`src/rtl/btkh_pkg.sv`:
```
package btkh_pkg;

  localparam int unsigned SCORE_BITS = 32;
  localparam int unsigned TAG_BITS   = 16;
  localparam int unsigned CNT_BITS   = 7;
  localparam int unsigned CAP_BITS   = 7;

  localparam int unsigned APB_DATA_W = 32;
  localparam int unsigned APB_ADDR_W = 3;

  localparam logic [CAP_BITS-1:0] CAP_RESET = 7'd10;

  // register index taken from paddr[2]
  localparam logic REG_CAPACITY = 1'b0;

  localparam logic OP_PUSH = 1'b0;
  localparam logic OP_POP  = 1'b1;

  typedef enum logic [2:0] {
    ST_INSERTED  = 3'd0,
    ST_REPLACED  = 3'd1,
    ST_DROPPED   = 3'd2,
    ST_POPPED    = 3'd3,
    ST_POP_EMPTY = 3'd4
  } status_e;

  typedef struct packed {
    logic                         opcode;
    logic signed [SCORE_BITS-1:0] item_score;
    logic [TAG_BITS-1:0]          item_tag;
  } in_item_t;

  typedef struct packed {
    status_e                      status;
    logic signed [SCORE_BITS-1:0] out_score;
    logic [TAG_BITS-1:0]          out_tag;
    logic [CNT_BITS-1:0]          entry_total;
    logic signed [SCORE_BITS-1:0] min_score;
  } out_item_t;

  typedef struct packed {
    logic signed [SCORE_BITS-1:0] score;
    logic [TAG_BITS-1:0]          tag;
  } entry_t;

endpackage

```
`src/rtl/btkh_cfg.sv`:
```
module btkh_cfg
  import btkh_pkg::*;
#(
  parameter int unsigned MAX_ENTRIES = 64,
  localparam int unsigned CW = $clog2(MAX_ENTRIES + 1)
) (
  input  logic                  clk_i,
  input  logic                  rst_ni,
  input  logic                  psel,
  input  logic                  penable,
  input  logic                  pwrite,
  input  logic [APB_ADDR_W-1:0] paddr,
  input  logic [APB_DATA_W-1:0] pwdata,
  output logic [APB_DATA_W-1:0] prdata,
  output logic                  pready,
  output logic [CW-1:0]         eff_cap_o
);

  localparam int unsigned EW = (CW > CAP_BITS) ? CW : CAP_BITS;

  logic [CAP_BITS-1:0] cap_q, cap_d;
  logic [EW-1:0]       cap_ext;
  logic [EW-1:0]       cap_clip;
  logic                wr_en;

  assign pready = 1'b1;
  assign wr_en  = psel && penable && pwrite && (paddr[2] == REG_CAPACITY);

  always_comb begin
    cap_d = cap_q;
    if (wr_en) begin
      cap_d = pwdata[CAP_BITS-1:0];
    end
  end

  always_ff @(posedge clk_i or negedge rst_ni) begin
    if (!rst_ni) begin
      cap_q <= CAP_RESET;
    end else begin
      cap_q <= cap_d;
    end
  end

  assign prdata = (paddr[2] == REG_CAPACITY) ? APB_DATA_W'(cap_q) : '0;

  // zero behaves as one, anything past the memory depth as the depth
  always_comb begin
    cap_ext = EW'(cap_q);
    if (cap_ext == '0) begin
      cap_clip = EW'(1);
    end else if (cap_ext > EW'(MAX_ENTRIES)) begin
      cap_clip = EW'(MAX_ENTRIES);
    end else begin
      cap_clip = cap_ext;
    end
  end

  assign eff_cap_o = cap_clip[CW-1:0];

endmodule

```
`src/rtl/bounded_top_k_min_heap_core.sv`:
```
// Bounded top-K min-heap. Keeps up to "capacity" scored items in a binary
// min-heap held in one synchronous RAM (two read ports, one write port).
//
// Input channel (in_valid_i / in_stall_o / in_data_i): a transfer carries a
// push (score, tag) or a pop. Output channel (out_valid_o / out_stall_i /
// out_data_o): exactly one result per input item, in order.
// The capacity register sits at byte address 0 of the APB port; write it
// only while the block is idle.
//
// Path from input transfer to result valid: a drop or an empty pop goes
// straight to the done state. An insert alternates a parent read and a
// write for each level it climbs; a sift down alternates a child read and
// a write for each level it descends, and a pop first reads the last entry.
// One item is worked on at a time; in_stall_o is low only when the engine
// is idle.
//
// Reset empties the heap and sets capacity to 10; RAM contents are not
// cleared. While out_stall_i holds, the finished result waits in the
// output register and the next item may still be taken and processed;
// that item's result then waits in the engine until the register frees.
module bounded_top_k_min_heap_core
  import btkh_pkg::*;
#(
  parameter int unsigned MAX_ENTRIES = 64
) (
  input  logic                  clk_i,
  input  logic                  rst_ni,
  input  logic                  in_valid_i,
  output logic                  in_stall_o,
  input  in_item_t              in_data_i,
  output logic                  out_valid_o,
  input  logic                  out_stall_i,
  output out_item_t             out_data_o,
  input  logic                  psel,
  input  logic                  penable,
  input  logic                  pwrite,
  input  logic [APB_ADDR_W-1:0] paddr,
  input  logic [APB_DATA_W-1:0] pwdata,
  output logic [APB_DATA_W-1:0] prdata,
  output logic                  pready
);

  localparam int unsigned AW = $clog2(MAX_ENTRIES);
  localparam int unsigned CW = $clog2(MAX_ENTRIES + 1);
  localparam int unsigned XW = AW + 2;

  localparam logic [2:0] S_IDLE  = 3'd0;
  localparam logic [2:0] S_SUP_R = 3'd1;
  localparam logic [2:0] S_SUP_W = 3'd2;
  localparam logic [2:0] S_POP_L = 3'd3;
  localparam logic [2:0] S_SDN_R = 3'd4;
  localparam logic [2:0] S_SDN_W = 3'd5;
  localparam logic [2:0] S_DONE  = 3'd6;

  logic [2:0]    state_q, state_d;
  logic [CW-1:0] held_q, held_d;
  logic [AW-1:0] hole_q, hole_d;
  entry_t        mov_q, mov_d;
  entry_t        root_q;
  status_e       status_q, status_d;
  entry_t        res_q, res_d;
  logic          out_valid_q, out_valid_d;
  out_item_t     out_q, out_d;

  logic [CW-1:0] eff_cap;
  logic          accept;
  logic          out_free;

  // heap RAM
  entry_t        mem_q [MAX_ENTRIES];
  entry_t        rda_q, rdb_q;
  logic [AW-1:0] ra, rb, wa;
  logic          we;
  entry_t        wd;

  logic [AW-1:0] par_idx;
  logic [XW-1:0] lc_x, rc_x, n_x;
  logic          take_l, take_r;
  entry_t        cand;

  btkh_cfg #(
    .MAX_ENTRIES(MAX_ENTRIES)
  ) u_cfg (
    .clk_i    (clk_i),
    .rst_ni   (rst_ni),
    .psel     (psel),
    .penable  (penable),
    .pwrite   (pwrite),
    .paddr    (paddr),
    .pwdata   (pwdata),
    .prdata   (prdata),
    .pready   (pready),
    .eff_cap_o(eff_cap)
  );

  assign in_stall_o = (state_q != S_IDLE);
  assign accept     = in_valid_i && !in_stall_o;
  assign out_free   = !out_valid_q || !out_stall_i;

  assign par_idx = (hole_q - AW'(1)) >> 1;
  assign lc_x    = XW'({hole_q, 1'b1});
  assign rc_x    = lc_x + XW'(1);
  assign n_x     = XW'(held_q);

  // child selection: left wins a tie, swap only on strictly smaller
  assign take_l = (rda_q.score < mov_q.score);
  assign cand   = take_l ? rda_q : mov_q;
  assign take_r = (rc_x < n_x) && (rdb_q.score < cand.score);

  always_comb begin
    state_d  = state_q;
    held_d   = held_q;
    hole_d   = hole_q;
    mov_d    = mov_q;
    status_d = status_q;
    res_d    = res_q;
    ra       = par_idx;
    rb       = rc_x[AW-1:0];
    we       = 1'b0;
    wa       = hole_q;
    wd       = mov_q;
    out_d    = out_q;

    case (state_q)
      S_IDLE: begin
        if (accept) begin
          mov_d.score = in_data_i.item_score;
          mov_d.tag   = in_data_i.item_tag;
          if (in_data_i.opcode == OP_PUSH) begin
            if (held_q < eff_cap) begin
              status_d = ST_INSERTED;
              res_d    = '0;
              hole_d   = held_q[AW-1:0];
              held_d   = held_q + CW'(1);
              state_d  = S_SUP_R;
            end else if (in_data_i.item_score < root_q.score) begin
              status_d     = ST_DROPPED;
              res_d.score  = in_data_i.item_score;
              res_d.tag    = in_data_i.item_tag;
              state_d      = S_DONE;
            end else begin
              status_d = ST_REPLACED;
              res_d    = root_q;
              hole_d   = '0;
              state_d  = S_SDN_R;
            end
          end else begin
            if (held_q == '0) begin
              status_d = ST_POP_EMPTY;
              res_d    = '0;
              state_d  = S_DONE;
            end else begin
              status_d = ST_POPPED;
              res_d    = root_q;
              held_d   = held_q - CW'(1);
              hole_d   = '0;
              ra       = AW'(held_q - CW'(1));
              state_d  = S_POP_L;
            end
          end
        end
      end
      S_SUP_R: begin
        if (hole_q == '0) begin
          we      = 1'b1;
          state_d = S_DONE;
        end else begin
          state_d = S_SUP_W;
        end
      end
      S_SUP_W: begin
        we = 1'b1;
        if (rda_q.score > mov_q.score) begin
          wd      = rda_q;
          hole_d  = par_idx;
          state_d = S_SUP_R;
        end else begin
          state_d = S_DONE;
        end
      end
      S_POP_L: begin
        mov_d = rda_q;
        if (held_q == '0) begin
          state_d = S_DONE;
        end else begin
          state_d = S_SDN_R;
        end
      end
      S_SDN_R: begin
        ra = lc_x[AW-1:0];
        if (lc_x >= n_x) begin
          we      = 1'b1;
          state_d = S_DONE;
        end else begin
          state_d = S_SDN_W;
        end
      end
      S_SDN_W: begin
        we = 1'b1;
        if (take_r) begin
          wd      = rdb_q;
          hole_d  = rc_x[AW-1:0];
          state_d = S_SDN_R;
        end else if (take_l) begin
          wd      = rda_q;
          hole_d  = lc_x[AW-1:0];
          state_d = S_SDN_R;
        end else begin
          state_d = S_DONE;
        end
      end
      S_DONE: begin
        if (out_free) begin
          out_d.status      = status_q;
          out_d.out_score   = res_q.score;
          out_d.out_tag     = res_q.tag;
          out_d.entry_total = CNT_BITS'(held_q);
          out_d.min_score   = (held_q != '0) ? root_q.score : '0;
          state_d           = S_IDLE;
        end
      end
      default: begin
        state_d = S_IDLE;
      end
    endcase
  end

  assign out_valid_d = ((state_q == S_DONE) && out_free) || (out_valid_q && out_stall_i);

  always_ff @(posedge clk_i or negedge rst_ni) begin
    if (!rst_ni) begin
      state_q     <= S_IDLE;
      held_q      <= '0;
      hole_q      <= '0;
      out_valid_q <= 1'b0;
    end else begin
      state_q     <= state_d;
      held_q      <= held_d;
      hole_q      <= hole_d;
      out_valid_q <= out_valid_d;
    end
  end

  always_ff @(posedge clk_i) begin
    mov_q    <= mov_d;
    status_q <= status_d;
    res_q    <= res_d;
    out_q    <= out_d;
    // root mirror tracks every write to entry zero
    if (we && (wa == '0)) begin
      root_q <= wd;
    end
  end

  always_ff @(posedge clk_i) begin
    if (we) begin
      mem_q[wa] <= wd;
    end
    rda_q <= mem_q[ra];
    rdb_q <= mem_q[rb];
  end

  assign out_valid_o = out_valid_q;
  assign out_data_o  = out_q;

  assert property (@(posedge clk_i) disable iff (!rst_ni)
    held_q <= CW'(MAX_ENTRIES))
    else $error("held count past memory depth");

  assert property (@(posedge clk_i) disable iff (!rst_ni)
    $rose(out_valid_q) |-> $past(state_q == S_DONE))
    else $error("result raised outside done state");

  assert property (@(posedge clk_i) disable iff (!rst_ni)
    (state_q == S_SDN_W && (take_l || take_r)) |=> (hole_q > $past(hole_q)))
    else $error("sift down did not move toward leaves");

  assert property (@(posedge clk_i) disable iff (!rst_ni)
    (state_q != S_IDLE) |=> (held_q == $past(held_q)))
    else $error("held count changed mid operation");

  assert property (@(posedge clk_i) disable iff (!rst_ni)
    (state_q == S_SUP_W && rda_q.score > mov_q.score) |=> (hole_q < $past(hole_q)))
    else $error("sift up did not move toward root");

endmodule

```
`config.mk`:
```
export PLATFORM = sky130hd
export DESIGN_NAME = bounded_top_k_min_heap_core
export DESIGN_NICKNAME = d
export VERILOG_FILES = /design/src/rtl/btkh_pkg.sv /design/src/rtl/btkh_cfg.sv /design/src/rtl/bounded_top_k_min_heap_core.sv
export SDC_FILE = /design/constraint.sdc
export NUM_CORES = 2
export LEC_CHECK = 0
export BUFFER_PORTS_ARGS = -buffer_cell sky130_fd_sc_hd__buf_2
export CORE_ASPECT_RATIO = 0.75
export CORE_UTILIZATION = 50
export DETAILED_ROUTE_END_ITERATION = 10
export GPL_TIMING_DRIVEN = 1
export PLACE_DENSITY_LB_ADDON = 0.1
export SLEW_MARGIN = 20
export SYNTH_ARGS = -nofsm -noshare
export SYNTH_HDL_FRONTEND = slang
export SYNTH_SLANG_ARGS = --single-unit
```
`constraint.sdc`:
```
create_clock -name clk_i -period 10.36 [get_ports clk_i]
set_input_delay 1.036 -clock clk_i [delete_from_list [all_inputs] [get_ports clk_i]]
set_output_delay 1.036 -clock clk_i [all_outputs]
set_load 0.02 [all_outputs]
```
# Word level (Yosys, flattened, before mapping)

Memories as Yosys holds them, arrays and structs flattened. A register that Yosys moved wholly into a read port is not among the register bits.
Index checks and enable logic that the tools add are counted.

Memories kept: 1
Memory bits (writable): 3072
Register bits: 261

Memories:

| memory | depth | bits a word | read ports | clocked after memory_dff | write ports | line                              | RTL |
|---|---|---|---|---|---|---|---|
| mem_q  | 64    | 48          | 2          | 2                        | 1           | bounded_top_k_min_heap_core.sv:70 | `entry_t mem_q [MAX_ENTRIES];` |

Bitwise gates (word level): 1
Reductions and logical operators: 29
Magnitude comparators: 8
Muxes and demuxes: 51
Equality and inequality tests: 13
$add $sub $neg: 4

Operators by type and width:

| cell                | count |
|---|---|
| $mux 48             | 8 |
| $pmux 48 s2         | 2 |
| $lt 32x32->1        | 3 |
| $mux 6              | 11 |
| $mux 7              | 6 |
| $gt 32x32->1        | 1 |
| $mux 3              | 9 |
| $pmux 3 s7          | 1 |
| $pmux 6 s3          | 1 |
| $logic_not 7->1     | 2 |
| $mux 2              | 7 |
| $pmux 6 s2          | 1 |
| $eq 3x3->1 const B  | 3 |
| $add 7x1->8 const B | 1 |
| $logic_and 1x1->1   | 8 |
| $lt 8x7->1          | 1 |
| $ne 2x2->1 const B  | 4 |
| $reduce_and 2->1    | 4 |
| $add 7x1->7 const B | 1 |
| $ge 7x7->1          | 1 |
| $gt 7x7->1 const B  | 1 |
| $lt 7x7->1          | 1 |
| $reduce_bool 7->1   | 1 |
| $sub 7x1->7 const B | 1 |
| other kinds (17)    | 27 |

# Depth between registers and ports, before layout

Depth after elaboration: 8
Mapped depth: 22
Depth with buffers taken out: 18

# Modules after synthesis

From an unflattened synthesis, not the netlist that was laid out.

Cell total of the unflattened synthesis: 7206
Area, all modules: 145336.9 um^2

By module, submodules not included:

| module                      | area each (um^2) | instances | cells an instance |
|---|---|---|---|
| bounded_top_k_min_heap_core | 144728.8         | 1         | 7147 |
| btkh_cfg                    | 608.1            | 1         | 59 |

# Worst setup path before layout

OpenSTA, ideal clock, no wires.

Kind: input port to flip-flop
Start: in out_stall_i
End: reg out_q (netlist bit out_data_o[0]), enable pin
Path buffers: 0
Required time: 9.692 ns
Arrival: 7.700 ns
Stages on the path: 2
Path slack: 1.992 ns
Cells stage by stage: nand2_1 > nor3b_1

Longest elaborated chain between the ends: 3

Ends and longest elaborated chain:

| element                           | line                               | RTL |
|---|---|---|
| start: declaration                | bounded_top_k_min_heap_core.sv:32  | `input logic out_stall_i,` |
| $logic_not 1->1                   | bounded_top_k_min_heap_core.sv:98  | `assign out_free = !out_valid_q \|\| !out_stall_i;` |
| $logic_or 1x1->1                  | bounded_top_k_min_heap_core.sv:98  |  |
| $reduce_and 2->1 (no source line) | --                                 |  |
| end signal: assignment            | bounded_top_k_min_heap_core.sv:248 | `out_q <= out_d;` |
| end: declaration                  | bounded_top_k_min_heap_core.sv:63  | `out_item_t out_q, out_d;` |

Every way passes these cells.
A chain may end at the register's enable or synchronous reset.

==> impl_metrics.env <==
export IMPL_ir_worst_vdd_uv=624
export IMPL_power_w=0.0633
export IMPL_skew_ns=0.0686
export IMPL_dpl_hpwl_um=297000
export IMPL_wl_per_cell_um=35.0
export IMPL_track_usage=0.368
export IMPL_gr_total_overflow=0
export IMPL_synth_most_common_cell="nand2_1"
export IMPL_setup_viol=0
export IMPL_grt_max_degree=202
export IMPL_path_clk_slew_ns=0.07
export IMPL_start_kind="flip-flop"
export IMPL_clock_sinks=3429
export IMPL_yosysTopAreaCell="edfxtp_1"
export IMPL_finalCritPeriodShare=0.816
export IMPL_drc=0
export IMPL_drt_iter0_drc=16800
export IMPL_hold_viol=0
export IMPL_drv_slew=0
export IMPL_hold_class="in -> async"
export IMPL_cts_hold_buf=0
export IMPL_worstMarginPinSlew_ns=1.24
export IMPL_synthFlopType="edfxtp_1"
export IMPL_design_core_area_um2=293000
export IMPL_async_reset_ff_frac=0.00700
export IMPL_period_minus_slack_ns=8.45
export IMPL_drt_total_wl_um=556000
export IMPL_tns_ns=0
export IMPL_rrSetupSlack_ns=1.91
export IMPL_synth_simple_gate_area_frac=0.177
export IMPL_synth_top_area_share=0.672
export IMPL_yosys_warnings=0
export IMPL_h_tree_depth=5
export IMPL_cts_tree="built"
export IMPL_clock_latency_ns=0.93
export IMPL_io_buffer_count=162
export IMPL_synth_area_um2=148000
export IMPL_timing_final_ws_setup_ns=1.91
export IMPL_cp_max_fo=38
export IMPL_root_buffer="clkbuf_16"
export IMPL_gp_congestion=0.925
export IMPL_core_rowCount=172
export IMPL_leakagePower_nw=56.5
export IMPL_instances_no_fill=15900
export IMPL_synth_compound_area_frac=0.0282
export IMPL_dp_cells=15200
export IMPL_synth_cell_types=76
export IMPL_synth_xor_area_frac=0.00113
export IMPL_synth_top_family_by_area="simple AND/OR/NAND/NOR gates"
export IMPL_crit_arrival_ns=9.15
export IMPL_synthTopCellsByArea="edfxtp_1 (67%), nand2_1 (9.0%), nand3_1 (6.1%)"
export IMPL_synth_common_cells="nand2_1 (3550), edfxtp_1 (3309), nand3_1 (1802)"
export IMPL_final_antenna_net_count=0
export IMPL_max_freq_ghz=0.118
export IMPL_synth_edf_count=3309
export IMPL_synth_mux_area_frac=0.0676
export IMPL_initial_core_util=0.504
export IMPL_p_per_area_nw_per_um2=384
export IMPL_syn_inst=11600
export IMPL_dp_slack_ns=2.10
export IMPL_cts_buffer_depth=4
export IMPL_vias=105000
export IMPL_die_w_um=630
export IMPL_die_y_um=473
export IMPL_rsz0062_at_grt="false"
export IMPL_ios=216
export IMPL_maxCapViolCount=0
export IMPL_drive_gt1_frac=0.131
export IMPL_worstSetupPathType="reg -> reg"
export IMPL_outcome="completed"
export IMPL_vias_per_cell=6.61
export IMPL_dieArea_um2=298000
export IMPL_nets=11900
export IMPL_cts_repair_resized=0
export IMPL_synth_fa_ha_area_frac=0.00991
export IMPL_grt_first_pass_wirelength_um=765000
export IMPL_end_kind="flip-flop"
export IMPL_critPathRequiredTime_ns=11.06
export IMPL_syn_to_final_growth_pct=11.7
export IMPL_grt_pass1_vias=97900
export IMPL_cts_buffers=340
export IMPL_synth_seq_cells=3429
export IMPL_syn_avg_cell_area_um2=12.7
export IMPL_postCtsSetupBuffers=0
export IMPL_antenna_found_initial=32
export IMPL_yosysSeqAreaShare=0.690
export IMPL_drtPass1Iterations=8
export IMPL_max_slew_margin=0.173
flip-flops by register name (all words and copies together) (netlist names):
signal         cells
mov_q             48
hole_q             6
u_cfg.cap_ext      7
rda_q             48
held_q             7
rdb_q             48
out_valid_o        1
mem_q           3072
res_q             48
root_q            48
state_q            3
out_data_o        90
status_q           3
stage by stage:
stage | instance area (µm²) | utilization | hold WS [ns]
6_report | 165000 | 0.563 | 0.149
5_1_grt | 165000 | 0.563 | 0.173
4_1_cts | 165000 | 0.562 | 0.116
3_5_place_dp | 154000 | 0.525 | 0.405
3_3_place_gp | 154000 | 0.525 | 0.400
2_1_floorplan | 148000 | - | 0.400
routing by layer:
layer | wire length (µm) | track usage | vias up
met5 | 103 | 0 | -
met4 | 36800 | 0.208 | 16
met3 | 73800 | 0.0850 | 1519
met2 | 234000 | 0.527 | 7722
met1 | 211000 | 0.520 | 52600
li1 | - | - | 43100
placed cells by master, fill, tap and decap left out, types with 91 or more instances in the layout:
| master | n |
|---|---|
| buf_2 | 162 |
| buf_4 | 290 |
| clkbuf_1 | 93 |
| clkbuf_16 | 346 |
| dfxtp_1 | 96 |
| edfxtp_1 | 3309 |
| ha_1 | 116 |
| inv_1 | 91 |
| mux4_2 | 384 |
| nand2_1 | 3540 |
| nand3_1 | 1800 |
| nand4_1 | 400 |
| o21ai_0 | 107 |
| o22ai_1 | 197 |
critical path: stages (launching register included):
cell,delay [ns]
edfxtp_1,0.38
inv_1,0.06
ha_1,0.31
a21o_1,0.19
a221o_1,0.33
a211oi_2,0.38
o22ai_1,0.20
a211oi_4,0.24
buf_4,0.67
mux2i_1,0.23
ha_1,0.37
nand4_1,0.21
nor4_1,0.67
o21ai_0,0.18
a31oi_1,0.35
nor4_1,0.10
o21ai_0,0.72
nand2_4,0.52
buf_4,0.41
o21a_1,0.23
o21ai_4,0.88
buf_4,0.43
logic make-up after synthesis:
logic type,Yosys count
xor gates and xnor gates,19
AOI/OAI and AO/OA,648
muxes,508
and+or+nand+nor,5986
DFF,3429
adders and majority gates,117
other,2
buffers and inverters,907
area by class of cell:
class / instances / area (µm²)
sequential: 3429 / 102000
tap: 3915 / 4900
inverter: 95 / 369
multi-input combinational: 7304 / 43300
antenna: 14 / 35.0
timing repair buffer: 491 / 3840
clock inverter: 146 / 1420
fill: 23800 / 128000
clock buffer: 465 / 9370
worst paths after layout:
check / cells past startpoint / from / endpoint
min: 1 / rst_ni / hole_q[2]
max reg2reg: 21 / mov_q[41] / mem_q[34][35]
max in group asynchronous: 1 / rst_ni / hole_q[0]
min reg2reg: 0 / res_q[5] / out_data_o[44]
min in group clk_i: 2 / pwdata[5] / u_cfg.cap_ext[5]
max: 21 / mov_q[41] / mem_q[34][35]
where the power goes:
part           total, W  internal [W]  switching [W]
sequential       0.0197        0.0191       0.000615
combinational    0.0313       0.00861         0.0227
clock            0.0123       0.00698        0.00534
total            0.0633        0.0347         0.0287
Note: power is estimated with default switching activity, not from simulation.
